===== config.mk =====
export PLATFORM = sky130hd
export DESIGN_NAME = pn3_front
export DESIGN_NICKNAME = d
export VERILOG_FILES = /design/src/pn3_pkg.sv /design/src/pn3_front.sv
export SDC_FILE = /design/constraint.sdc
export NUM_CORES = 1
export LEC_CHECK = 0
export ABC_AREA = 0
export BUFFER_PORTS_ARGS = -buffer_cell sky130_fd_sc_hd__buf_2
export CAP_MARGIN = 20
export CORE_MARGIN = 4
export CORE_UTILIZATION = 38
export DETAILED_ROUTE_END_ITERATION = 8
export GPL_TIMING_DRIVEN = 0
export HOLD_SLACK_MARGIN = 0.03
export SLEW_MARGIN = 15
export SYNTH_ARGS = -nofsm -noshare
export SYNTH_HDL_FRONTEND = slang
export SYNTH_SLANG_ARGS = --single-unit
export TNS_END_PERCENT = 50

===== constraint.sdc =====
create_clock -name clk -period 5.3 [get_ports clk]
set_input_delay 0.795 -clock clk [delete_from_list [all_inputs] [get_ports clk]]
set_output_delay 0.795 -clock clk [all_outputs]
set_load 0.02 [all_outputs]

===== src/pn3_pkg.sv =====
`default_nettype none
// ----------------------------------------------------------------------------
// pn3_pkg
// shared types and constants of the 3d gradient noise unit
// ----------------------------------------------------------------------------
package pn3_pkg;

	localparam int FRAC_BITS_DEF = 16;
	localparam int IN_DEPTH_DEF  = 4;
	localparam int OUT_DEPTH_DEF = 16;

	localparam int COORD_W   = 32;
	localparam int OUT_W     = 18;
	localparam int OUT_FRAC  = 16;
	localparam int OUT_MAX   = 131071;
	localparam int OUT_MIN   = -131072;
	localparam int S_TDATA_W = 112;
	localparam int M_TDATA_W = 24;

	localparam logic MODE_WRITE  = 1'b0;
	localparam logic MODE_SAMPLE = 1'b1;

	typedef struct packed {
		logic                mode;
		logic [7:0]          tidx;
		logic [7:0]          tval;
		logic [COORD_W-1:0]  cx;
		logic [COORD_W-1:0]  cy;
		logic [COORD_W-1:0]  cz;
	} item_t;

endpackage
`default_nettype wire


===== src/pn3_front.sv =====
`default_nettype none
// ----------------------------------------------------------------------------
// pn3_front
// input queue and issue control with result credits
// ----------------------------------------------------------------------------
module pn3_front #(
	parameter int IN_DEPTH  = pn3_pkg::IN_DEPTH_DEF,
	parameter int OUT_DEPTH = pn3_pkg::OUT_DEPTH_DEF
) (
	input  wire             clk,
	input  wire             arst_n,
	input  wire             s_valid,
	output logic            s_ready,
	input  pn3_pkg::item_t  s_item,
	input  wire             out_pop,
	output logic            issue_valid,
	output pn3_pkg::item_t  issue_item
);
	import pn3_pkg::*;

	localparam int IAW = (IN_DEPTH > 1) ? $clog2(IN_DEPTH) : 1;
	localparam int CW  = $clog2(IN_DEPTH + 1);
	localparam int KW  = $clog2(OUT_DEPTH + 1);

	item_t          mem_q [IN_DEPTH];
	logic [IAW-1:0] wr_q;
	logic [IAW-1:0] rd_q;
	logic [CW-1:0]  cnt_q;
	logic [KW-1:0]  credit_q;
	logic           push;
	logic           issue_smp;

	function automatic logic [IAW-1:0] next_ptr(input logic [IAW-1:0] p);
		return (p == IAW'(IN_DEPTH - 1)) ? '0 : p + 1'b1;
	endfunction

	assign s_ready     = cnt_q != CW'(IN_DEPTH);
	assign push        = s_valid && s_ready;
	assign issue_item  = mem_q[rd_q];
	assign issue_valid = (cnt_q != '0) &&
		(issue_item.mode == MODE_WRITE || credit_q != KW'(OUT_DEPTH));
	assign issue_smp   = issue_valid && issue_item.mode == MODE_SAMPLE;

	always_ff @(posedge clk) begin
		if (push) begin
			mem_q[wr_q] <= s_item;
		end
	end

	always_ff @(posedge clk or negedge arst_n) begin
		if (!arst_n) begin
			wr_q     <= '0;
			rd_q     <= '0;
			cnt_q    <= '0;
			credit_q <= '0;
		end else begin
			if (push) begin
				wr_q <= next_ptr(wr_q);
			end
			if (issue_valid) begin
				rd_q <= next_ptr(rd_q);
			end
			case ({push, issue_valid})
				2'b10:   cnt_q <= cnt_q + 1'b1;
				2'b01:   cnt_q <= cnt_q - 1'b1;
				default: cnt_q <= cnt_q;
			endcase
			case ({issue_smp, out_pop})
				2'b10:   credit_q <= credit_q + 1'b1;
				2'b01:   credit_q <= credit_q - 1'b1;
				default: credit_q <= credit_q;
			endcase
		end
	end

endmodule
`default_nettype wire


==> results.toml, run 1 <==
[run_status]
status = "finished, final reports clean"

[placement]
port_buffers = 231
gp_congestion = 0.692
hpwl_mm = 21.7
dp_slack_ps = 2650

[yosys]
synth_edf_count = 452
ys_ff_latch = 464
synth_nets = 804
async_reset_ff_share_pct = 2.59
post_synth_instance_area_um2 = 17200
synthFlopType = "edfxtp_1"
synthCells = 675
synth_top_area_cell = "edfxtp_1"
synth_area_leaders = "edfxtp_1 (79%), mux4_2 (15%), dfrtp_1 (1.7%)"
seq_area_frac_synth_pct = 80.8
syn_area_per_cell_um2 = 25.4
synthDominantCellAreaShare_pct = 79.1
yosysWarnings = 0
yosysUniqueCellTypes = 37

[clock_tree]
cts_tree = "done"
cts_hold_buf = 0
insertion_delay_ps = 560
cts_buffers = 49
clock-root-buffer = "clkbuf_16"
ctsLongestPathBuffers = 3
htreeDepth = 2
clock_sinks = 464
ctsResizeCount = 0
post_cts_buffers = 0
cts.reportedPaths.clkPinSlew_ps = 60

[critical_path]
r2r_start = "credit_q[1]"
reg2reg_depth = 9
crit_chain = "buf_6 > buf_2 > buf_2 > mux4_2 > buf_2"
worstSetupPathType = "reg2out"
cp_slowest_cell = "buf_2"
startpoint = "rd_q[1]"
crit_required_ps = 4510
cpPeakStageDelay_ps = 390
cp-end-kind = "output port"
cp.arrival_ps = 2320
cp_max_fo = 10
path_common_cell = "buf_2"
start_kind = "flop"

[grt]
grt_pass1_vias = 8386
grt_pass1_wl_mm = 51.8
antenna_found_initial = 8
grt_overflow = 0
grt_usage_pct = 14.3
grt_max_degree = 47

[floorplan]
rows = 77
num_io_pins = 232
die_x_um = 221
initial_core_util_pct = 38.7
die_y_um = 221
coreArea_um2 = 44400
fp.dieArea_um2 = 48600

[routing]
vias_per_cell = 4.91
wl_mm = 34.5
avgRoutedWirePerCell_um = 21.6
drtIter0Drc = 577
via_count = 7840
firstDrtPassIters = 4
drc = 0
ant_nets = 0

[timing]
worst_clock_skew_ps = 15.5
worstMarginPinSlew_ps = 759
fmax_mhz = 321
finalSetupViolations = 0
fin_crit_sh_pct = 58.7
final.min_clock_period_ps = 3110
setup_tns_ps = 0
final-max-slew-violation-count = 0
hold_violations = 0
max_slew_margin_pct = 49.4
setup_ws_ps = 2190
grt_setup_unrepaired = "no"

[finish]
drive_above_1_share_pct = 45.8
seq_area_um2 = 13900
multiInputGateArea_um2 = 3080
fillers = 3697
layout.nets = 1094
area_growth_pct = 21.9

[power]
power.leakage_uw = 0.00716
power_density_nw_per_um2 = 604
vdd_drop_max_mv = 0.603
total_power_uw = 12600

[job]
cap_violations = 0

[hold_path]
worstHoldPathType = "in2async"
## worst paths after layout
| kind | to | slack [ps] |
|---|---|---|
| max in group asynchronous | rd_q[1] | 4950 |
| worst max-delay path | issue_item[105] | 2190 |
| min in group clk | mem_q[1][107] | 440 |
| worst min-delay path | wr_q[0] | 110 |
| worst min register to register | cnt_q[0] | 530 |
| worst max register to register | credit_q[4] | 2620 |
## area by class of cell
cell class	count	share of cell area (%)
multi-input combinational	174	14.7
clock buffer	59	6.04
antenna	4	0.0478
tap	592	3.54
inverter	10	0.179
timing repair buffer	239	6.54
sequential	464	66.3
buffer	27	0.951
clock inverter	29	1.67
## Yosys cell counts (all sizes together), types with 2 or more instances
| cell | number |
|---|---|
| mux2 | 3 |
| nor3 | 2 |
| or3 | 2 |
| dfrtp | 12 |
| buf | 25 |
| xnor2 | 2 |
| mux4 | 112 |
| o21ai | 6 |
| and3 | 4 |
| nand3 | 2 |
| nand2 | 6 |
| fa | 2 |
| nor2 | 4 |
| edfxtp | 452 |
| ha | 10 |
| xor2 | 4 |
| o311ai | 2 |
| clkbuf | 2 |
| inv | 10 |
| mux2i | 3 |
## metrics by stage
| stage | util (%) | std cells | instance area [um2] | hold slack, ps |
|---|---|---|---|---|
| after floorplan | - | 675 | 17200 | 477 |
| after global placement | 42.9 | 1498 | 19100 | 514 |
| after detailed placement | 43.4 | 1506 | 19300 | 523 |
| after CTS | 47.1 | 1594 | 20900 | 90.0 |
| after global routing | 47.1 | 1595 | 20900 | 109 |
| final | 47.1 | 1598 | 20900 | 113 |
## layer usage
layer  share of wire [%]  GRT usage (%)  wire, um
met5                0.15              0        51
met4                 2.1           4.45       722
met3                 7.8           4.82      2680
met2                  48           22.1     16400
met1                  42           19.3     14600
## worst max-delay path: cells and delay by family (launching register included)
family / cells / cell delay, ps
buffers and inverters: 4 / 1010
muxes: 1 / 370
DFF: 1 / 370
## power by group
group | switching (uW) | leakage [uW] | internal, uW | total (uW)
sequential | 168 | 0.00428 | 4850 | 5010
clock | 1330 | 0.000787 | 2080 | 3420
combinational | 2500 | 0.00209 | 1700 | 4200
total | 4000 | 0.00716 | 8630 | 12600
## sequential cells by signal (all words and copies together), names as in the netlist
register,flops
cnt_q,3
wr_q,2
credit_q,5
rd_q,2
mem_q,452
## logic make-up after synthesis
| group | count (synthesis) | synth area share, % |
|---|---|---|
| DFF | 464 | 80.8 |
| muxes | 118 | 15.2 |
| buffers and inverters | 37 | 1.38 |
| and+or+nand+nor | 23 | 0.700 |
| AOI/OAI and AO/OA | 15 | 0.663 |
| adders and majority gates | 12 | 0.962 |
| xor gates and xnor gates | 6 | 0.306 |
## placed cells by master (no fill, tap or decap), types with 3 or more instances in the layout
cell and instances:
nand2_1 6, edfxtp_1 452, clkinv_1 7, o21ai_0 3, nor2_1 4, inv_2 3
dfrtp_1 12, mux4_2 112, inv_1 7, clkbuf_1 12, buf_6 9, and3_4 4
buf_4 4, clkbuf_16 49, buf_16 7, xor2_1 4, buf_2 243, clkinv_2 10
ha_1 10, o21ai_1 3, bufinv_16 8, diode_2 4
(Power assumes the default switching activity.)
==> inputs of run 2 (changes only) <==
ABC_AREA = 1   (was 0)
clock period = 3 ns   (was 5.3 ns; I/O delays follow)
==> run 2 against run 1 <==
Cell count grew 34%. Highest routed layer unchanged. Critical path type unchanged. Largest cell class unchanged. Critical path depth grew 1. Power grew 92%. Design area grew 3.0%. Synthesized area grew 2.3%. Clock skew shrank 1.8 ps. Register-to-register slack lost 2300 ps. Largest power group is now combinational logic.
==> results.toml, run 2 <==
[run_status]
status = "finished, final reports clean"

[critical_path]
worstSetupPathType = "reg2out"
start_kind = "flop"
cp_max_fo = 10
cp.arrival_ps = 2380
cp_slowest_cell = "dfrtp_2"
cpPeakStageDelay_ps = 520
crit_required_ps = 2550
r2r_end = "credit_q[4]"
crit_end = "issue_item[75]"
startpoint = "rd_q[1]"
crit_family = "buffers and inverters"
cp.depth = 6
r2r_start = "rd_q[0]"
path_common_cell = "buf_2"
cp-end-kind = "output port"
worst-r2r-setup-slack_ps = 360
crit_chain = "inv_4 > buf_4 > buf_2 > o21ai_1 > o22ai_1 > buf_2"
path_buf_inv = 4
reg2reg_depth = 19

[yosys]
seq_area_frac_synth_pct = 79.0
async_reset_ff_share_pct = 2.59
post_synth_instance_area_um2 = 17600
synth_nets = 1326
synth_area_leaders = "edfxtp_1 (77%), nor2_1 (5.0%), o21ai_0 (5.0%)"
synth_top_area_cell = "edfxtp_1"
yosysWarnings = 0
synth_edf_count = 452
synthCells = 1197
synthFlopType = "edfxtp_1"
syn_area_per_cell_um2 = 14.7
synth_commonest_cells = "edfxtp_1 (452), nor2_1 (235), o21ai_0 (174)"
yosysMostFrequentCell = "edfxtp_1"
yosysUniqueCellTypes = 24
ys_ff_latch = 464
synthDominantCellAreaShare_pct = 77.3

[timing]
final-max-slew-violation-count = 0
hold_violations = 0
finalSetupViolations = 0
final.min_clock_period_ps = 2830
fmax_mhz = 354
max_slew_margin_pct = 45.3
hold_ws_ps = 88.0
grt_setup_unrepaired = "no"
worst_clock_skew_ps = 13.7
setup_tns_ps = 0
fin_crit_sh_pct = 94.3
worstMarginPinSlew_ps = 818

[clock_tree]
cts.reportedPaths.clkPinSlew_ps = 60
clock_sinks = 464
clock-root-buffer = "clkbuf_16"
htreeDepth = 2
insertion_delay_ps = 580
cts_buffers = 49
cts_tree = "done"
ctsLongestPathBuffers = 3

[grt]
busiest_layer = "met2"
grt_pass1_vias = 10900
grt_overflow = 0
grt_pass1_wl_mm = 67.4
antenna_found_initial = 9
use_met2_pct = 27.7
grt_usage_pct = 17.6
grt_use_met1_pct = 24.4
use_met3_pct = 3.91
grt_max_degree = 24

[power]
vdd_drop_max_mv = 0.649
p_sw_share_pct = 38.5
clkPwrFrac_pct = 23.9
seqPwrFrac_pct = 36.4
power_density_nw_per_um2 = 1130
power.leakage_uw = 0.00760
share_comb_of_total_power_pct = 39.6
internal_power_uw = 14900
switching_power_uw = 9350

[placement]
gp_congestion = 0.738
hpwl_mm = 29.3
dp_cells = 2049
port_buffers = 231

[finish]
layout.nets = 1631
area_growth_pct = 22.7
layoutNonFillerInstCount = 2137
drive_above_1_share_pct = 25.5
top_regs = "mem_q: 452 flops, credit_q: 5 flops, cnt_q: 3 flops"
layout_commonest_cell = "edfxtp_1"
largest-register = "mem_q"
layout_common_cells = "edfxtp_1 (452), buf_2 (258), nor2_1 (231)"
largest_register_ffs = 452

[routing]
via_count = 11000
ant_nets = 0
vias_per_cell = 5.13
wl_mm = 44.7
drtIter0Drc = 905
drc = 0
firstDrtPassIters = 5
avgRoutedWirePerCell_um = 20.9

[floorplan]
rows = 78
fp.dieArea_um2 = 49700
num_io_pins = 232
initial_core_util_pct = 38.6
die_y_um = 223
die_x_um = 223
coreArea_um2 = 45500

[job]
cap_violations = 0

[hold_path]
worstHoldPathType = "in2reg"
[run 2: cell types whose count changed after synthesis, sizes merged, moves of 3 or more]
cell and delta:
buf +26, clkbuf +21, o21ai +222, a21oi +4, mux2i -3, mux4 -112, and3 -4, nand2 +23
xor2 -3, inv +12, o22ai +112, mux2 -3, nor2 +231, nand3 +9
[run 2: routing by layer]
layer  vias up  wire (um)
met4        12       1300
met1      5441      19500
li1       5099          -
met2       323      20900
met5         -         74
met3        84       3020
[run 2: worst min-delay path by stage]
stage	startpoint	endpoint	cells past startpoint	slack [ps]
3_3_place_gp	arst_n	cnt_q[1]	1	340
3_5_place_dp	arst_n	cnt_q[2]	1	360
5_1_grt	s_item[87]	mem_q[1][87]	1	60
2_1_floorplan	arst_n	cnt_q[0]	0	150
6_report	s_item[87]	mem_q[3][87]	1	90
4_1_cts	s_item[87]	mem_q[3][87]	1	40
[run 2: layout make-up]
cell class | count | area (um2)
Timing Repair Buffer | 254 | 1650
Multi-Input combinational cell | 637 | 3180
Fill cell | 4041 | 23900
Tap cell | 600 | 751
Inverter | 22 | 90.1
Clock buffer | 59 | 1310
Antenna cell | 2 | 5.00
Clock inverter | 25 | 233
Sequential cell | 464 | 13900
Buffer | 74 | 462
[run 2: repair_timing]
action,in CTS,in global routing
buffers inserted,0,1
setup endpoints to repair,108,16
endpoints found under the hold margin,12,0
resized for setup,7,1
hold buffers,1,0
pin swaps,0,0
[run 2: worst register-to-register path: stages, from the launching register on]
cell     delay (ps)
dfrtp_2         390
buf_6           200
buf_6           240
nand2_2          80
nand3_2          90
nand3_2         100
nand2_2         100
inv_2            70
nand2_1          60
ha_1            270
inv_1            90
fa_1            370
inv_1            80
nand2_1          80
nand2_1          80
nand2_1          50
nand2_1          60
nand2_1          50
nand2_1          50
nand2_1          40
[run 2: kinds of logic after synthesis]
group           after synthesis  share of synthesized area (%)
flops                       464                           79.0
simple gates                276                           6.12
buf+inv                      96                           3.08
fa+ha+maj                    12                          0.941
xor+xnor                      4                          0.200
compound gates              345                           10.6
[run 2: per-stage QoR]
step	utilization, %	setup slack (ps)	instance area, um2	total power, uW
CTS	47.4	0.779	21500	24600
floorplan	-	18.0	17600	14700
finish	47.4	171	21500	24300
global placement	42.9	-1340	19500	18300
global route	47.4	49.4	21500	25700
detailed placement	43.9	98.8	20000	18700
[run 2: power groups by stage]
stage	clock network [uW]	logic, uW	registers (uW)
floorplan	0	5740	8960
global placement	0	9200	9110
detailed placement	0	9730	8990
CTS	5970	9780	8870
global route	6260	10500	8930
finish	5810	9620	8850
