File: src/pn3_pkg.sv
`default_nettype none
// ----------------------------------------------------------------------------
// pn3_pkg
// shared types and constants of the 3d gradient noise unit
// ----------------------------------------------------------------------------
package pn3_pkg;

	localparam int FRAC_BITS_DEF = 16;
	localparam int IN_DEPTH_DEF  = 4;
	localparam int OUT_DEPTH_DEF = 16;

	localparam int COORD_W   = 32;
	localparam int OUT_W     = 18;
	localparam int OUT_FRAC  = 16;
	localparam int OUT_MAX   = 131071;
	localparam int OUT_MIN   = -131072;
	localparam int S_TDATA_W = 112;
	localparam int M_TDATA_W = 24;

	localparam logic MODE_WRITE  = 1'b0;
	localparam logic MODE_SAMPLE = 1'b1;

	typedef struct packed {
		logic                mode;
		logic [7:0]          tidx;
		logic [7:0]          tval;
		logic [COORD_W-1:0]  cx;
		logic [COORD_W-1:0]  cy;
		logic [COORD_W-1:0]  cz;
	} item_t;

endpackage
`default_nettype wire

File: src/pn3_outq.sv
`default_nettype none
// ----------------------------------------------------------------------------
// pn3_outq
// result queue in front of the master side
// ----------------------------------------------------------------------------
module pn3_outq #(
	parameter int DEPTH = pn3_pkg::OUT_DEPTH_DEF
) (
	input  wire                         clk,
	input  wire                         arst_n,
	input  wire                         push,
	input  wire [pn3_pkg::OUT_W-1:0]    push_data,
	output logic                        m_valid,
	input  wire                         m_ready,
	output logic [pn3_pkg::OUT_W-1:0]   m_data,
	output logic                        pop
);
	import pn3_pkg::*;

	localparam int AW = (DEPTH > 1) ? $clog2(DEPTH) : 1;
	localparam int CW = $clog2(DEPTH + 1);

	logic [OUT_W-1:0] mem_q [DEPTH];
	logic [AW-1:0]    wr_q;
	logic [AW-1:0]    rd_q;
	logic [CW-1:0]    cnt_q;

	function automatic logic [AW-1:0] next_ptr(input logic [AW-1:0] p);
		return (p == AW'(DEPTH - 1)) ? '0 : p + 1'b1;
	endfunction

	assign m_valid = cnt_q != '0;
	assign m_data  = mem_q[rd_q];
	assign pop     = m_valid && m_ready;

	always_ff @(posedge clk) begin
		if (push) begin
			mem_q[wr_q] <= push_data;
		end
	end

	always_ff @(posedge clk or negedge arst_n) begin
		if (!arst_n) begin
			wr_q  <= '0;
			rd_q  <= '0;
			cnt_q <= '0;
		end else begin
			if (push) begin
				wr_q <= next_ptr(wr_q);
			end
			if (pop) begin
				rd_q <= next_ptr(rd_q);
			end
			case ({push, pop})
				2'b10:   cnt_q <= cnt_q + 1'b1;
				2'b01:   cnt_q <= cnt_q - 1'b1;
				default: cnt_q <= cnt_q;
			endcase
		end
	end

endmodule
`default_nettype wire

File: config.mk
export PLATFORM = sky130hd
export DESIGN_NAME = pn3_outq
export DESIGN_NICKNAME = d
export VERILOG_FILES = /design/src/pn3_pkg.sv /design/src/pn3_outq.sv
export SDC_FILE = /design/constraint.sdc
export NUM_CORES = 1
export LEC_CHECK = 0
export BUFFER_PORTS_ARGS = -buffer_cell sky130_fd_sc_hd__buf_2
export CAP_MARGIN = 5
export CORE_ASPECT_RATIO = 1.1
export CORE_MARGIN = 1
export CORE_UTILIZATION = 50
export CTS_CLUSTER_DIAMETER = 60
export DETAILED_ROUTE_END_ITERATION = 12
export GPL_ROUTABILITY_DRIVEN = 1
export GPL_TIMING_DRIVEN = 0
export PLACE_DENSITY_LB_ADDON = 0.1
export SYNTH_ARGS = -nofsm -noshare
export SYNTH_HDL_FRONTEND = slang
export SYNTH_SLANG_ARGS = --single-unit
File: constraint.sdc
create_clock -name clk -period 3 [get_ports clk]
set_input_delay 0.6 -clock clk [delete_from_list [all_inputs] [get_ports clk]]
set_output_delay 0.6 -clock clk [all_outputs]
set_load 0.02 [all_outputs]
==> results of run 1 <==
## sequential cells by signal, summed over array words and instances, names as in the netlist
name,cells
rd_q,4
wr_q,4
mem_q,288
cnt_q,5
## worst min path at each step
stage | startpoint | endpoint | slack (ps) | depth (start not counted)
detailed placement | cnt_q[4] | cnt_q[4] | 470 | 1
global placement | cnt_q[4] | cnt_q[4] | 470 | 1
finish | push_data[9] | mem_q[10][9] | 430 | 1
floorplan | arst_n | cnt_q[0] | 300 | 0
CTS | push_data[9] | mem_q[10][9] | 410 | 1
global route | push_data[8] | mem_q[11][8] | 420 | 1
## stage by stage
step,power [mW],instances,setup WS [ps],area (µm²),hold slack (ps)
3_3_place_gp,9.84,944,-1390,12700,466
4_1_cts,14.0,1021,-114,14300,411
3_5_place_dp,10.1,962,-262,13100,473
5_1_grt,15.3,1035,-167,14700,419
2_1_floorplan,8.50,599,25.7,12100,304
6_report,14.7,1035,-106,14700,432
## cells in the mapped netlist, types with 2 or more instances
library cell | instances | share of area, %
buf_2 | 10 | 0.41
mux2_2 | 28 | 2.6
xor2_1 | 2 | 0.15
ha_1 | 9 | 0.93
buf_6 | 8 | 0.75
nand2b_1 | 6 | 0.31
clkinv_1 | 8 | 0.25
clkbuf_1 | 9 | 0.28
a21oi_1 | 4 | 0.17
o21ai_1 | 18 | 0.75
buf_4 | 3 | 0.19
o21ai_0 | 8 | 0.33
nor3_1 | 3 | 0.12
xnor2_1 | 5 | 0.36
nor2b_1 | 19 | 0.98
dfrtp_1 | 13 | 2.7
o221ai_1 | 8 | 0.58
mux4_2 | 54 | 10
nor2_1 | 17 | 0.53
inv_1 | 17 | 0.53
o221ai_2 | 10 | 1.2
edfxtp_1 | 288 | 72
nand2_1 | 13 | 0.40
mux2_4 | 10 | 1.2
a221o_1 | 18 | 1.5
## report_power, final
| part | internal [mW] | switching, mW |
|---|---|---|
| combinational | 2.79 | 3.09 |
| clock | 2.09 | 1.51 |
| sequential | 5.07 | 0.143 |
## critical path, stage by stage (launching register included)
cell and delay (ps):
dfrtp_1 410, buf_12 180, buf_12 160, nand2_8 120, buf_12 170, o221ai_4 210, o21ai_2 90, a221o_1 450
buf_6 170
## cells by family after synthesis
logic type / share of synthesized area, %
DFF: 74.3
muxes: 13.9
AOI/OAI and AO/OA: 4.81
and+or+nand+nor: 2.68
buffers and inverters: 2.69
adders and majority gates: 1.10
xor gates and xnor gates: 0.508
## routing by layer
layer / global-route usage, % / up-vias
met3: 2.65 / 40
met4: 6.89 / 0
met2: 38.6 / 187
li1: - / 2660
met1: 29.4 / 3129
met5: 0 / -
## final cells by class
cell class | count | share of cell area (%)
flip-flops and latches | 301 | 60.9
multi-input cells | 241 | 20.8
repair buffers | 76 | 6.29
clock buffers | 40 | 5.56
well taps | 305 | 2.59
plain buffers | 32 | 2.39
clock inverters | 15 | 0.916
inverters | 25 | 0.636
## timing repair
item,in CTS,in global routing
gates resized for setup,41,64
hold endpoints to repair,13,0
gates cloned,0,4
pin swaps,3,17
endpoints found under the setup margin,19,18
hold buffers,1,0
setup buffers,3,10
==> summary by stage, run 1 <==
Routing
The routed length per instance is 26.3 µm. The sum of met3 wire segment lengths after detailed routing is 1330 µm. The highest metal layer with signal wires is met4.

After detailed routing, the met2 layer carries 14100 µm of wire. The DRC violation count after routing is 0. Dividing the detail-routed via count by the number of cells gives 5.81.

Wires add up to 27200 µm. The via count is 6016. The detailed-router iteration count before antenna repair is 5. After the first detailed-routing iteration, the DRC count stood at 391. Once detail routing completed, the nets flagged for antenna violations numbered 0.

The length of routed wiring on met1 is 11300 µm.

Outcome
The run finished, with violations left. The final reports fail on setup timing.

Timing
Setup violations remaining at the end of the flow were counted as 18. The worst pin sits at a relative slew slack of 46.8%. Setup repair after global routing could not meet its margin everywhere. Clock skew on the completed layout was measured at 15.6 ps. The final number of hold-violating endpoints is 0. At the pin with the least slew margin, the transition time is 794 ps. In the final timing run, aggregate negative setup slack is -1030 ps. The smallest setup slack after layout is -106 ps. The number of pins exceeding their max-slew limit in the final report is 0. Dividing the final minimum period by the clock period gives 104%. The smallest clock period supported by the final layout is computed as 3110 ps. For this run, the top clock speed supported by timing is 322 MHz.

Floorplanning
In this run the vertical extent of the chip is 165 µm. The initial standard-cell utilization of the core is 51.0%. The floorplan has 59 rows. 42 I/O pins were placed. The area enclosed by the die boundary is 24800 µm². In this run the standard cell core region covers 23700 µm². Measured along the x axis, the die boundary spans 150 µm.

CTS
After clock tree synthesis, the clock-pin slew on the worst setup and hold paths is 60 ps. No sink is reached through more buffers than the 3 on the longest clock path. TritonCTS built the clock tree. The count of clock tree sinks is 301. The TritonCTS buffer count is 30.

The cell sitting at the root of the clock tree is a clkbuf_16. The worst-skew pair later-pin latency is 540 ps. CTS built an H-tree with a depth of 1.

GRT
After global routing the overflow that remains totals 0. The global-route usage over all layers is 22.2%. The number of antenna violations at the first check in global routing is 0. The first global-routing pass estimated 39000 µm of wire. The via count of the first global-routing pass is 6367. Entering global routing, the biggest net connects 17 pins.

Worst setup path
The required time of the worst setup path is 2400 ps. The worst setup path is captured at an output port. The critical path ends at m_data[17]. The internal reg-to-reg setup slack is 170 ps.

The terminus of the critical flop-to-flop path is cnt_q[4]. The origin of the critical flop-to-flop path is cnt_q[0]. Data on the critical path arrives at its endpoint at 2510 ps.

Along the worst path, the maximum fanout reaches 8. The sort of element at the start of the critical path is a flip-flop. The start point of the critical path is rd_q[0]. The critical path in this run is classified as flip-flop to output port. The worst register-to-register path has a depth of 10.

Logic synthesis
Counting every instance in the synthesized netlist gives 599. For this run, the register share of the synthesized area comes to 74.3%. The commonest register cell after synthesis is edfxtp_1. The total nets after synthesis is 631. Counting distinct cell types in the post-synthesis netlist gives 36. Synthesis inferred 301 register bits. The share of async-settable or async-resettable flops after synthesis is 4.32%. The synthesized design contains 288 enable-type register cells. The number of warnings reported in the yosys synthesis log is 0. The post-synthesis average cell area is 20.2 µm². The area of the mapped netlist is 12100 µm².

Power and ir drop
The ratio of total power to cell area is 996 nW/µm². VDD sags by at most 595 µV. The static power due to leakage is 4.90 nW.

Final layout
In the final design database the tool counted 739 nets. The post-route netlist has 40.3% of its cells at a drive strength greater than 1. The most common cell after layout, fill and taps aside is edfxtp_1. In the layout the commonest cells are edfxtp_1, mux4_2, clkbuf_16. The final design utilization is 62.2%. The number of antenna diodes in the final layout is 0. Relative to the synthesized area, the layout overhead comes to 22.1%. The area taken by multi-input logic gates is 3060 µm². The register area is 8970 µm². The filler cells instantiated in the layout total 1681.

Flow run
Max-cap violations in this run came to 0.

Worst hold path
The kind of path behind the tightest hold check is primary input to flip-flop.

Placed design
The wire-length estimate of the detail-placed layout is 17600 µm. Routability-driven placement finished with a final weighted congestion of 0.736. The count of input and output buffers is 40.
Note: power is estimated with default switching activity, not from simulation.
==> run 2: changes to the inputs <==
--- a/config.mk
+++ b/config.mk
@@ -14,7 +14,9 @@
 export DETAILED_ROUTE_END_ITERATION = 12
 export GPL_ROUTABILITY_DRIVEN = 1
 export GPL_TIMING_DRIVEN = 0
+export MAX_ROUTING_LAYER = met4
 export PLACE_DENSITY_LB_ADDON = 0.1
+export SLEW_MARGIN = 25
 export SYNTH_ARGS = -nofsm -noshare
 export SYNTH_HDL_FRONTEND = slang
 export SYNTH_SLANG_ARGS = --single-unit
==> run 2 against run 1 <==
  * The flow still finishes with violations (setup timing)
  * Critical path type unchanged
  * Via count up 1.2%
  * Combinational power grew 2%
  * Hold slack worse by 5.4 ps
  * Worst setup slack improved by 27 ps
  * Highest routed layer unchanged
  * Final area increased by 0.41%
  * Largest power group unchanged
  * Critical path depth decreased by 2
  * Maximum frequency is 0.87% higher
==> summary by stage, run 2 (same netlist as run 1, synthesis figures left out) <==
Outcome
Outcome: finished with violations (unchanged). Violated checks: setup timing (unchanged).

Placed design
The sum of net half-perimeters after detailed placement is 17300 µm (was 17600 µm). The placed cell area is 13100 µm² (about the same). The worst slack after detailed placement came to -231 ps (was -262 ps). The count of input and output buffers was 40 (unchanged). The cell total after placement is 961 (was 962). The placer congestion estimate is 0.745 (was 0.736).

Worst hold path
The origin of the worst min-delay path is push_data[9] (unchanged). The kind of path behind the tightest hold check is primary input to flip-flop (unchanged). The count of cells along the worst hold path is 1 (unchanged). The endpoint of the worst hold-timing path is mem_q[4][9] (was mem_q[10][9]).

Power and ir drop
The static power due to leakage came to 4.91 nW (was 4.90 nW). The ratio of total power to cell area came to 1010 nW/µm² (was 996 nW/µm²). The peak ir drop on the vdd network is 726 µV (was 595 µV).

Final layout
The design area is 14800 µm² (was 14700 µm²). The number of non-filler instances in the completed layout is 1033 (was 1035). The share of post-route cells with drive strength above 1 is 39.3% (was 40.3%). The final net count was 737 (was 739).

The filler cell count is 1644 (was 1681). The final design utilization came to 62.5% (was 62.2%). The most common cell after layout, fill and taps aside is edfxtp_1 (unchanged). The layout overhead on the synthesized area came to 22.6% (was 22.1%).

The number of flip-flops in the largest register is 288 (unchanged). The register area was 8970 µm² (unchanged). The area taken by multi-input logic gates is 3120 µm² (was 3060 µm²). Biggest registers after layout: mem_q (288), cnt_q (5) (unchanged). Commonest cells after routing, fill and taps aside: edfxtp_1, mux4_2, clkbuf_16 (unchanged). The largest register by flop count is mem_q (unchanged).

Floorplanning
The cell row count is 59 (unchanged). The top-level I/O count was 42 (unchanged). The area enclosed by the die boundary was 24800 µm² (unchanged).

The die width is 150 µm (unchanged). The vertical extent of the die is 165 µm (unchanged). The core region area is 23700 µm² (unchanged).

The initial standard-cell utilization of the core came to 51.0% (unchanged).

CTS
The cell chosen for the clock root was clkbuf_16 (unchanged). The worst-skew pair later-pin latency is 550 ps (was 540 ps). The number of buffers between clock root and the deepest sink is 3 (unchanged). The count of clock tree sinks was 301 (unchanged). The TritonCTS clock tree is built (unchanged).

The clock transition at the register clock pins on the worst setup and hold paths after CTS is 60 ps (about the same). The TritonCTS buffer count came to 29 (was 30). The number of H-tree levels is 1 (unchanged).

Routing
The number of vias per cell after detailed routing is 5.89 (was 5.81). The total wirelength of the detailed-routed design is 26900 µm (was 27200 µm). The remaining antenna violation count after routing came to 0 (unchanged).

The detailed-router iteration count before antenna repair is 5 (unchanged). The number of violations reported at the end of detailed-routing iteration 0 was 434 (was 391). The via count is 6086 (was 6016).

The routed length per instance is 26.0 µm (was 26.3 µm). The DRC violation count after routing is 0 (unchanged).

Timing
The final critical path time including I/O delays and setup is 3080 ps (was 3110 ps). The final cycle utilization of the critical path was 103% (was 104%). The setup clock skew after layout was 7.92 ps (was 15.6 ps). The worst slew margin relative to its limit was 48.0% (was 46.8%). The number of setup violations in the final report is 18 (unchanged). The upper clock frequency limit is 325 MHz (was 322 MHz).

The number of pins exceeding their max-slew limit in the final report is 0 (unchanged). Setup repair after global routing missed its margin: yes (unchanged). The final number of hold-violating endpoints is 0 (unchanged). The transition time at the pin with the least slew margin is 778 ps (was 794 ps). The smallest setup slack after layout is -79.4 ps (was -106 ps).

Flow run
The number of maximum-capacitance violations is 0 (unchanged).

Worst setup path
The peak fanout along the critical path was 8 (unchanged). The required time of the worst setup path is 2400 ps (about the same). The worst endpoint data arrival time is 2480 ps (was 2510 ps). The internal reg-to-reg setup slack was 170 ps (about the same). The terminus of the critical flop-to-flop path is cnt_q[4] (unchanged). The origin of the critical flop-to-flop path is cnt_q[0] (unchanged). The critical setup path kind is flip-flop to output port (unchanged). The sort of element at the start of the critical path is a flip-flop (unchanged). The path depth of the worst reg2reg path came to 9 (was 10). The kind of end point of the critical path is an output port (unchanged).

GRT
The via count of the first global-routing pass came to 6243 (was 6367). The number of antenna violations at the first check in global routing came to 0 (unchanged). The global-route wire length before repair was 38800 µm (was 39000 µm). The global-route usage over all layers is 22.8% (was 22.2%). The largest net degree at the start of global routing came to 19 (was 17). The total congestion overflow is 0 (unchanged).
-- run 2: routing by layer --
metal,track usage (%),wire [µm],up-vias,share of wire (%)
met5,-,0,-,0
met4,6.11,622,0,2.3
met3,2.93,1430,46,5.3
met2,38.6,13800,187,51
met1,29.3,11000,3188,41
li1,-,-,2665,-
-- run 2: worst max path at each step --
stage	slack, ps	end	cells after the start	startpoint
finish	-80	m_data[3]	6	rd_q[0]
global route	-160	m_data[14]	7	rd_q[0]
CTS	-120	m_data[14]	6	rd_q[0]
detailed placement	-230	cnt_q[4]	10	m_ready
global placement	-1390	mem_q[3][1]	3	push
floorplan	30	cnt_q[4]	9	m_ready
-- run 2: repair_timing --
action	in CTS	in global routing
endpoints found under the hold margin	13	0
cloned	0	4
buffers inserted	2	11
hold buffers	1	0
setup endpoints to repair	19	18
resized for setup	48	59
pin swaps	4	15
-- run 2: per-stage QoR --
| stage | hold slack (ps) | power (mW) | setup TNS (ps) |
|---|---|---|---|
| 3_5_place_dp | 473 | 10.1 | -627 |
| 6_report | 426 | 14.9 | -755 |
| 4_1_cts | 404 | 14.2 | -1580 |
| 3_3_place_gp | 466 | 9.84 | -97300 |
| 2_1_floorplan | 304 | 8.50 | 0 |
| 5_1_grt | 411 | 15.5 | -2080 |
-- run 2: where the power goes --
| group | internal [mW] | switching, mW | leakage, nW | total (mW) |
|---|---|---|---|---|
| Sequential | 5.06 | 0.141 | 2.76 | 5.21 |
| Combinational | 2.86 | 3.12 | 1.67 | 5.98 |
| Clock | 2.21 | 1.52 | 0.482 | 3.72 |
-- run 2: cell type report --
class	instances	area share, %
Clock buffer	33	5.00
Clock inverter	20	1.60
Buffer	32	2.57
Timing Repair Buffer	75	5.91
Inverter	25	0.634
Multi-Input combinational cell	241	21.1
Sequential cell	301	60.6
Tap cell	305	2.58
Antenna cell	1	0.0169
-- run 2: worst max-delay path, stage by stage (launching register included) --
cell       delay (ps)
dfrtp_1           390
buf_12            170
clkbuf_16         190
buf_16            140
mux4_2            500
a221o_1           360
buf_2             180
==> run 3: changes to the inputs <==
--- a/config.mk
+++ b/config.mk
@@ -8,7 +8,7 @@
 export BUFFER_PORTS_ARGS = -buffer_cell sky130_fd_sc_hd__buf_2
 export CAP_MARGIN = 5
 export CORE_ASPECT_RATIO = 1.1
-export CORE_MARGIN = 1
+export CORE_MARGIN = 2
 export CORE_UTILIZATION = 50
 export CTS_CLUSTER_DIAMETER = 60
 export DETAILED_ROUTE_END_ITERATION = 12
==> run 3 against run 2 <==
  * The run still ends with setup timing left
  * Core utilization shrank 0.60 points
  * Die area grew 2.6%
  * First-iteration DRC count grew 0.46%
  * Worst setup slack gained 6.0 ps
  * Critical path depth is the same
  * Global-route usage shrank 0.32 points
  * Combinational power shrank 0.8%
  * Cell count is the same
  * Hold slack lost 22 ps
  * Maximum frequency grew 0.20%
  * Final area shrank 0.96%
  * Critical path type unchanged
  * Highest routed layer unchanged
==> summary by stage, run 3 (same netlist as run 1, synthesis figures left out) <==
Floorplanning
The top-level I/O count is 42 (unchanged). The core region area is 23700 µm² (unchanged). The area enclosed by the die boundary is 25400 µm² (was 24800 µm²).

The die width was 152 µm (was 150 µm). The cell row count was 59 (unchanged). The vertical extent of the die is 167 µm (was 165 µm). The initial standard-cell utilization of the core came to 51.0% (unchanged).

Placed design
The placer congestion estimate is 0.807 (was 0.745). The cell total after placement is 959 (was 961). The count of input and output buffers was 40 (unchanged). The sum of net half-perimeters after detailed placement was 17500 µm (was 17300 µm). The placed cell area is 13000 µm² (was 13100 µm²). The worst slack after detailed placement is -260 ps (was -231 ps).

CTS
The cell chosen for the clock root is clkbuf_16 (unchanged). The count of clock tree sinks is 301 (unchanged). The worst-skew pair later-pin latency came to 560 ps (was 550 ps). The TritonCTS clock tree was built (unchanged).

The number of buffers between clock root and the deepest sink came to 3 (unchanged). The number of H-tree levels is 1 (unchanged). The TritonCTS buffer count was 30 (was 29). The clock transition at the register clock pins on the worst setup and hold paths after CTS came to 60 ps (about the same).

Final layout
Commonest cells after routing, fill and taps aside: edfxtp_1, mux4_2, clkbuf_16 (unchanged). The layout overhead on the synthesized area came to 21.4% (was 22.6%). The number of flip-flops in the largest register came to 288 (unchanged). The final net count was 737 (unchanged).

The share of post-route cells with drive strength above 1 is 39.4% (was 39.3%). The number of non-filler instances in the completed layout is 1033 (unchanged). The design area is 14700 µm² (was 14800 µm²). Biggest registers after layout: mem_q (288), cnt_q (5) (unchanged).

The final design utilization was 61.9% (was 62.5%). The most common cell after layout, fill and taps aside is edfxtp_1 (unchanged). The register area was 8970 µm² (unchanged). The filler cell count came to 1675 (was 1644). The area taken by multi-input logic gates came to 3070 µm² (was 3120 µm²). The count of inserted antenna diode cells is 0 (was 1).

The largest register by flop count is mem_q (unchanged).

Worst setup path
The kind of end point of the critical path is an output port (unchanged). The sort of element at the start of the critical path was a flip-flop (unchanged). The required time of the worst setup path is 2400 ps (about the same). The peak fanout along the critical path is 8 (unchanged). The worst endpoint data arrival time is 2470 ps (was 2480 ps). The critical setup path kind is flip-flop to output port (unchanged).

GRT
The global routing usage on met2 is 38.4% (was 38.6%). The global-route usage over all layers is 22.5% (was 22.8%). The largest net degree at the start of global routing is 19 (unchanged). The fraction of met3 tracks used by global routing is 2.89% (was 2.93%).

The number of antenna violations at the first check in global routing is 0 (unchanged). The total congestion overflow was 0 (unchanged). The most congested layer reported by global routing is met2 (unchanged).

The global-route wire length before repair was 40600 µm (was 38800 µm). The met1 layer usage reported by global route came to 28.8% (was 29.3%). The via count of the first global-routing pass came to 6438 (was 6243).

Timing
The final critical path time including I/O delays and setup is 3070 ps (was 3080 ps). The number of pins exceeding their max-slew limit in the final report is 0 (unchanged). The smallest setup slack after layout is -73.4 ps (was -79.4 ps). The setup clock skew after layout came to 15.8 ps (was 7.92 ps). The worst slew margin relative to its limit came to 51.0% (was 48.0%). Setup repair after global routing missed its margin: yes (unchanged). The transition time at the pin with the least slew margin is 733 ps (was 778 ps). The final cycle utilization of the critical path is 102% (was 103%). The number of setup violations in the final report is 16 (was 18).

The tightest hold margin was 404 ps (was 426 ps). The aggregate negative setup slack was -593 ps (was -755 ps). The upper clock frequency limit came to 325 MHz (about the same).

The final number of hold-violating endpoints is 0 (unchanged).

Power and ir drop
The static power due to leakage is 4.86 nW (was 4.91 nW). The ratio of total power to cell area is 1010 nW/µm² (about the same). The total power after layout was 14.8 mW (was 14.9 mW). The peak ir drop on the vdd network came to 669 µV (was 726 µV).

Routing
The DRC violation count after routing was 0 (unchanged). The number of violations reported at the end of detailed-routing iteration 0 is 436 (was 434). The via count was 6070 (was 6086).

The total wirelength of the detailed-routed design is 27200 µm (was 26900 µm). The detailed-router iteration count before antenna repair is 5 (unchanged). The routed length per instance came to 26.4 µm (was 26.0 µm).

The remaining antenna violation count after routing came to 0 (unchanged). The number of vias per cell after detailed routing was 5.88 (was 5.89).

Worst hold path
The kind of path behind the tightest hold check is primary input to flip-flop (unchanged).

Flow run
The number of maximum-capacitance violations is 0 (unchanged).

Outcome
Outcome: finished with violations (unchanged). Violated checks: setup timing (unchanged).
run 3: changes by cell type in the layout (fill, tap and decap cells not counted), sizes merged:
cell,previous run,this run
buf,92,93
diode,1,0
bufinv,5,3
clkbuf,47,44
clkinvlp,1,3
inv,20,19
clkinv,19,23
run 3: report_power, final:
| group | leakage, nW | total (mW) | internal [mW] | switching (mW) |
|---|---|---|---|---|
| clock | 0.469 | 3.64 | 2.09 | 1.55 |
| sequential | 2.76 | 5.21 | 5.07 | 0.141 |
| combinational | 1.64 | 5.93 | 2.83 | 3.10 |
| total | 4.86 | 14.8 | 9.98 | 4.79 |
run 3: worst paths after layout:
| kind | from | to | cells past startpoint | slack (ps) |
|---|---|---|---|---|
| max | rd_q[0] | m_data[9] | 6 | -70 |
| min | push_data[9] | mem_q[15][9] | 1 | 400 |
| max reg2reg | cnt_q[0] | cnt_q[4] | 9 | 410 |
| min reg2reg | cnt_q[4] | cnt_q[4] | 1 | 490 |
| max in group asynchronous | arst_n | rd_q[1] | 2 | 2180 |
| min in group asynchronous | arst_n | rd_q[2] | 2 | 500 |
run 3: what timing repair did:
item | in CTS | in global routing
endpoints found under the setup margin | 19 | 19
hold buffers | 1 | 0
buffers inserted | 10 | 5
hold endpoints to repair | 13 | 0
cloned | 3 | 1
pin swaps | 23 | 6
gates resized for setup | 96 | 18
run 3: worst max-delay path: stages (launching register included):
cell and delay [ps]:
dfrtp_1 370, buf_8 180, buf_12 180, buf_12 150, mux4_2 500, a221o_1 380, buf_6 160
run 3: per-layer routing:
metal	vias to the layer above	part of all wire, %	routed length, µm
met5	-	0	0
met4	0	2.2	607
met3	44	5.5	1500
met2	198	52	14200
met1	3175	40	10900
li1	2653	-	-
run 3: final cells by class:
type                            count  share of cell area (%)
Clock buffer                       32                    5.17
Sequential cell                   301                    61.2
Tap cell                          305                    2.60
Clock inverter                     23                    1.42
Buffer                             32                    2.65
Timing Repair Buffer               74                    5.37
Inverter                           25                   0.683
Multi-Input combinational cell    241                    20.9
